### config.mk
export PLATFORM = sky130hd
export DESIGN_NAME = cbt_pba_cfg
export DESIGN_NICKNAME = d
export VERILOG_FILES = /design/src/hw/rtl/cbt_pba_pkg.sv /design/src/hw/rtl/cbt_pba_cfg.sv
export SDC_FILE = /design/constraint.sdc
export NUM_CORES = 1
export LEC_CHECK = 0
export BUFFER_PORTS_ARGS = -buffer_cell sky130_fd_sc_hd__buf_4
export CORE_AREA = 2 2 45 47
export CTS_CLUSTER_SIZE = 20
export DETAILED_ROUTE_END_ITERATION = 8
export DIE_AREA = 0 0 47 49
export MAX_ROUTING_LAYER = met4
export PLACE_DENSITY = 0.8
export SLEW_MARGIN = 30
export SYNTH_ARGS = -nofsm -noshare
export SYNTH_HDL_FRONTEND = slang
export SYNTH_SLANG_ARGS = --single-unit
### constraint.sdc
create_clock -name aclk -period 1 [get_ports aclk]
set_clock_uncertainty 0.1 [all_clocks]
set_input_delay 0.05 -clock aclk [delete_from_list [all_inputs] [get_ports aclk]]
set_output_delay 0.05 -clock aclk [all_outputs]
set_load 0.01 [all_outputs]
### src/hw/rtl/cbt_pba_pkg.sv
// shared types and constants for the packed bit-heap access block
// no dependencies; used by every module under hw/rtl but cbt_pba_ram
package cbt_pba_pkg;

    // default sizes handed to the top level parameters
    localparam int DEPTH_LIMIT_DEF = 12;
    localparam int STORE_WORDS_DEF = 512;

    // storage word and item field widths
    localparam int WORD_W   = 32;
    localparam int OFF_W    = 5;
    localparam int PAIR_W   = 2 * WORD_W;
    localparam int FUNC_W   = 2;
    localparam int HIDX_W   = 13;
    localparam int DEPTH_W  = 4;
    localparam int VALUE_W  = 13;
    localparam int RDATA_W  = 13;
    localparam int FWID_W   = DEPTH_W + 1;
    localparam int S_DATA_W = 32;
    localparam int M_DATA_W = 16;

    // configuration port
    localparam int APB_ADDR_W = 3;
    localparam int APB_DATA_W = 32;
    localparam logic [APB_ADDR_W-3:0] REG_MAX_DEPTH = '0;
    localparam logic [DEPTH_W-1:0] MAX_DEPTH_RST = 4'd12;

    // request codes
    typedef enum logic [FUNC_W-1:0] {
        FN_WR_SUM  = 2'd0,
        FN_RD_SUM  = 2'd1,
        FN_WR_LEAF = 2'd2,
        FN_RD_LEAF = 2'd3
    } func_t;

    // sequencer states
    typedef enum logic [3:0] {
        ST_CLEAR,
        ST_IDLE,
        ST_CALC,
        ST_MASK,
        ST_DATA,
        ST_RD0,
        ST_MOD0,
        ST_RD1,
        ST_MOD1,
        ST_EXTR,
        ST_PUSH
    } state_t;

    // control of the shared shifter
    typedef struct packed {
        logic [PAIR_W-1:0] din;
        logic [OFF_W-1:0]  amount;
        logic              shift_right;
    } shift_ctl_t;

endpackage

### src/hw/rtl/cbt_pba_cfg.sv
// apb register file holding max_depth, with the clamped leaf depth output
// depends on cbt_pba_pkg
module cbt_pba_cfg #(
    parameter int DEPTH_LIMIT = cbt_pba_pkg::DEPTH_LIMIT_DEF
) (
    input  logic                                   aclk,
    input  logic                                   aresetn,
    input  logic                                   psel,
    input  logic                                   penable,
    input  logic                                   pwrite,
    input  logic [cbt_pba_pkg::APB_ADDR_W-1:0]     paddr,
    input  logic [cbt_pba_pkg::APB_DATA_W-1:0]     pwdata,
    output logic [cbt_pba_pkg::APB_DATA_W-1:0]     prdata,
    output logic                                   pready,
    output logic [cbt_pba_pkg::DEPTH_W-1:0]        md
);

    logic [cbt_pba_pkg::DEPTH_W-1:0] max_depth_reg;
    logic [cbt_pba_pkg::DEPTH_W-1:0] max_depth_next;
    logic                            sel_max_depth;

    assign pready        = 1'b1;
    assign sel_max_depth = (paddr[cbt_pba_pkg::APB_ADDR_W-1:2] == cbt_pba_pkg::REG_MAX_DEPTH);

    // register write in the access phase
    always_comb begin
        max_depth_next = max_depth_reg;
        if (psel && penable && pwrite && pready && sel_max_depth) begin
            max_depth_next = pwdata[cbt_pba_pkg::DEPTH_W-1:0];
        end
    end

    always_ff @(posedge aclk) begin
        if (!aresetn) begin
            max_depth_reg <= cbt_pba_pkg::MAX_DEPTH_RST;
        end else begin
            max_depth_reg <= max_depth_next;
        end
    end

    // read back
    always_comb begin
        prdata = '0;
        if (sel_max_depth) begin
            prdata = cbt_pba_pkg::APB_DATA_W'(max_depth_reg);
        end
    end

    // clamp to 1 .. DEPTH_LIMIT
    always_comb begin
        if (max_depth_reg == '0) begin
            md = cbt_pba_pkg::DEPTH_W'(1);
        end else if (32'(max_depth_reg) > 32'(DEPTH_LIMIT)) begin
            md = cbt_pba_pkg::DEPTH_W'(DEPTH_LIMIT);
        end else begin
            md = max_depth_reg;
        end
    end

endmodule

==> summary.txt <==
Status
  • Status: finished, violations left
  • Failing checks: setup timing

Timing
  • Final critical-path share of the clock period: 1.12
  • Min Hold Slack: 0.0109 ns
  • Fmax: 0.891 GHz
  • Fin worst setup slack: -0.122 ns
  • Final setup viols: 6
  • RSZ-0062 raised after global routing: true
  • Final count of hold timing violations: 0
  • Fin Setup TNS: -0.431 ns
  • Min cycle time layout: 1.12 ns
  • Slew Viols, Final: 0

Placed design
  • DP Wirelength: 669 um
  • Port bufs: 17
  • Dpl cell area: 505 um^2
  • Placed Instances: 99
  • Final GP Congestion: 0.690

Floorplan
  • Initial Util: 0.256
  • Die ar.: 2300 um^2
  • Die W: 47 um
  • Total core area: 1840 um^2
  • Ports: 77
  • Number of cell rows: 16
  • Chip height: 49 um

GRT
  • GRT Residual Overflow: 0
  • Initial antenna violation count: 0
  • Pin count of the biggest net entering global routing: 9
  • First-pass GRT wire length: 1080 um
  • All-Layer GR Usage: 0.0752
  • Vias in the first global route: 278

Clock network
  • CTS HTree Levels: 1
  • Clock buffer count from CTS: 3
  • Clk_lat worst skew: 0.23 ns
  • Clock Tree Root: clkbuf_4
  • Clock Sinks: 4
  • CTS clock-pin slew for the worst setup and hold paths: 0.04 ns
  • CTS tree: done
  • Maximum clock path buffer count: 2

Worst setup path
  • CP startpoint kind: register
  • CP arrival: 0.97 ns
  • Worst path slowest cell: dfxtp_2
  • Crit-path max FO: 2
  • Crit end category: primary output
  • Critical path's largest stage delay: 0.32 ns
  • CP cell instances: o21ba_4, o22ai_2, buf_4
  • CP Class: reg2out
  • CP required: 0.85 ns

Cells and area
  • Share of layout cells above drive strength 1: 0.400
  • Max FFs per register: 4
  • Final non-filler cell total: 107
  • Nets: 122
  • Ant diodes: 0
  • Area Growth Syn to Fin: 31.0%
  • Design area: 618 um^2

Logic synthesis
  • Post-Syn Area: 472 um^2
  • Share of the yosys chip area belonging to registers: 0.170
  • #FFs+latches synth: 4
  • Warnings from Yosys: 0
  • Number of distinct library cells after synthesis: 15
  • Mean Syn Cell Area: 7.99 um^2
  • Gate Count Post-Synth: 59

Drt
  • Drt pass-1 iters: 1
  • Drc violations: 0
  • DR vias/cell: 3.23
  • Routed Antenna Nets: 0
  • Via Count: 346
  • 1st-iter DRT viols: 0
  • Final wirelength: 805 um
  • Routed len/inst: 7.52 um

Pwr
  • P_leak: 0.000308 uW
  • PwrDens: 822 nW/um^2
  • Total chip power: 508 uW
  • VDD IR-drop max: 0.315 mV

Run
  • Max_cap viols: 0

Min path
  • HP Class: in2reg
-- where the power goes --
group	switching [uW]	internal [uW]
combinational	78.7	65.3
sequential	3.98	163
clock	63.2	134
-- through the flow --
stage | worst slack (ns) | util
after global placement | 0.0566 | 0.274
after global routing | -0.158 | 0.336
after floorplan | 0.127 | -
after detailed placement | 0.0479 | 0.274
final | -0.122 | 0.336
after CTS | -0.133 | 0.335
-- kinds of logic after synthesis --
group                  share of synthesized area
and+or+nand+nor                            0.170
buffers and inverters                      0.509
other                                     0.0159
DFF                                        0.170
muxes                                     0.0849
AOI/OAI and AO/OA                         0.0504
-- worst max-delay path: cells and delay by family, from the launching register on --
family,cells,cell delay [ns]
AOI/OAI and AO/OA,2,0.29
buffers and inverters,1,0.14
DFF,1,0.32
-- synthesized netlist by cell type (all sizes together) --
cell	n	share of area
a21boi	1	0.016
and2b	3	0.056
and4b	1	0.021
buf	30	0.49
clkbuf	2	0.016
conb	2	0.016
dfxtp	4	0.17
inv	1	0.0079
mux2i	4	0.085
nand2	4	0.032
nor2	1	0.0079
nor2b	4	0.053
o21ba	1	0.021
o22ai	1	0.013
-- cells in the final DEF, fill, tap and decap left out, types with 3 or more instances in the layout --
| cell type | n |
|---|---|
| dfxtp_2 | 3 |
| and2b_2 | 3 |
| mux2i_1 | 4 |
| conb_1 | 29 |
| nor2b_1 | 4 |
| buf_4 | 14 |
| clkbuf_4 | 3 |
| dlygate4sd3_1 | 4 |
| nand2_1 | 4 |
| buf_6 | 5 |
-- cell type report --
cell class | instances | area, um^2
fill | 214 | 1220
multi-input combinational | 49 | 269
timing repair buffer | 23 | 201
sequential | 4 | 87.6
tap | 27 | 33.8
clock buffer | 3 | 22.5
inverter | 1 | 3.75
-- worst paths after layout --
path / start / end / slack, ns / cells after the start
setup / recovery: max_depth_reg[3] / md[0] / -0.12 / 3
setup reg to reg: max_depth_reg[3] / max_depth_reg[3] / 0.04 / 4
hold reg to reg: max_depth_reg[0] / max_depth_reg[0] / 0.36 / 2
hold / removal: aresetn / max_depth_reg[0] / 0.01 / 3
-- layer usage --
layer / vias up / global-route usage / routed length (um)
met2: 32 / 0.105 / 368
met4: 0 / 0.0694 / 10
met1: 147 / 0.0674 / 307
met3: 2 / 0.0444 / 119
met5: - / - / 0
li1: 165 / - / -
-- timing repair --
action | 4_1_cts | 5_1_grt
resized for setup | 13 | 1
buffers inserted | 1 | 0
endpoints found under the setup margin | 6 | 8
pin swaps | 3 | 1
hold buffers | 4 | 0
hold endpoints to repair | 4 | 0
Note: power is estimated with default switching activity, not from simulation.
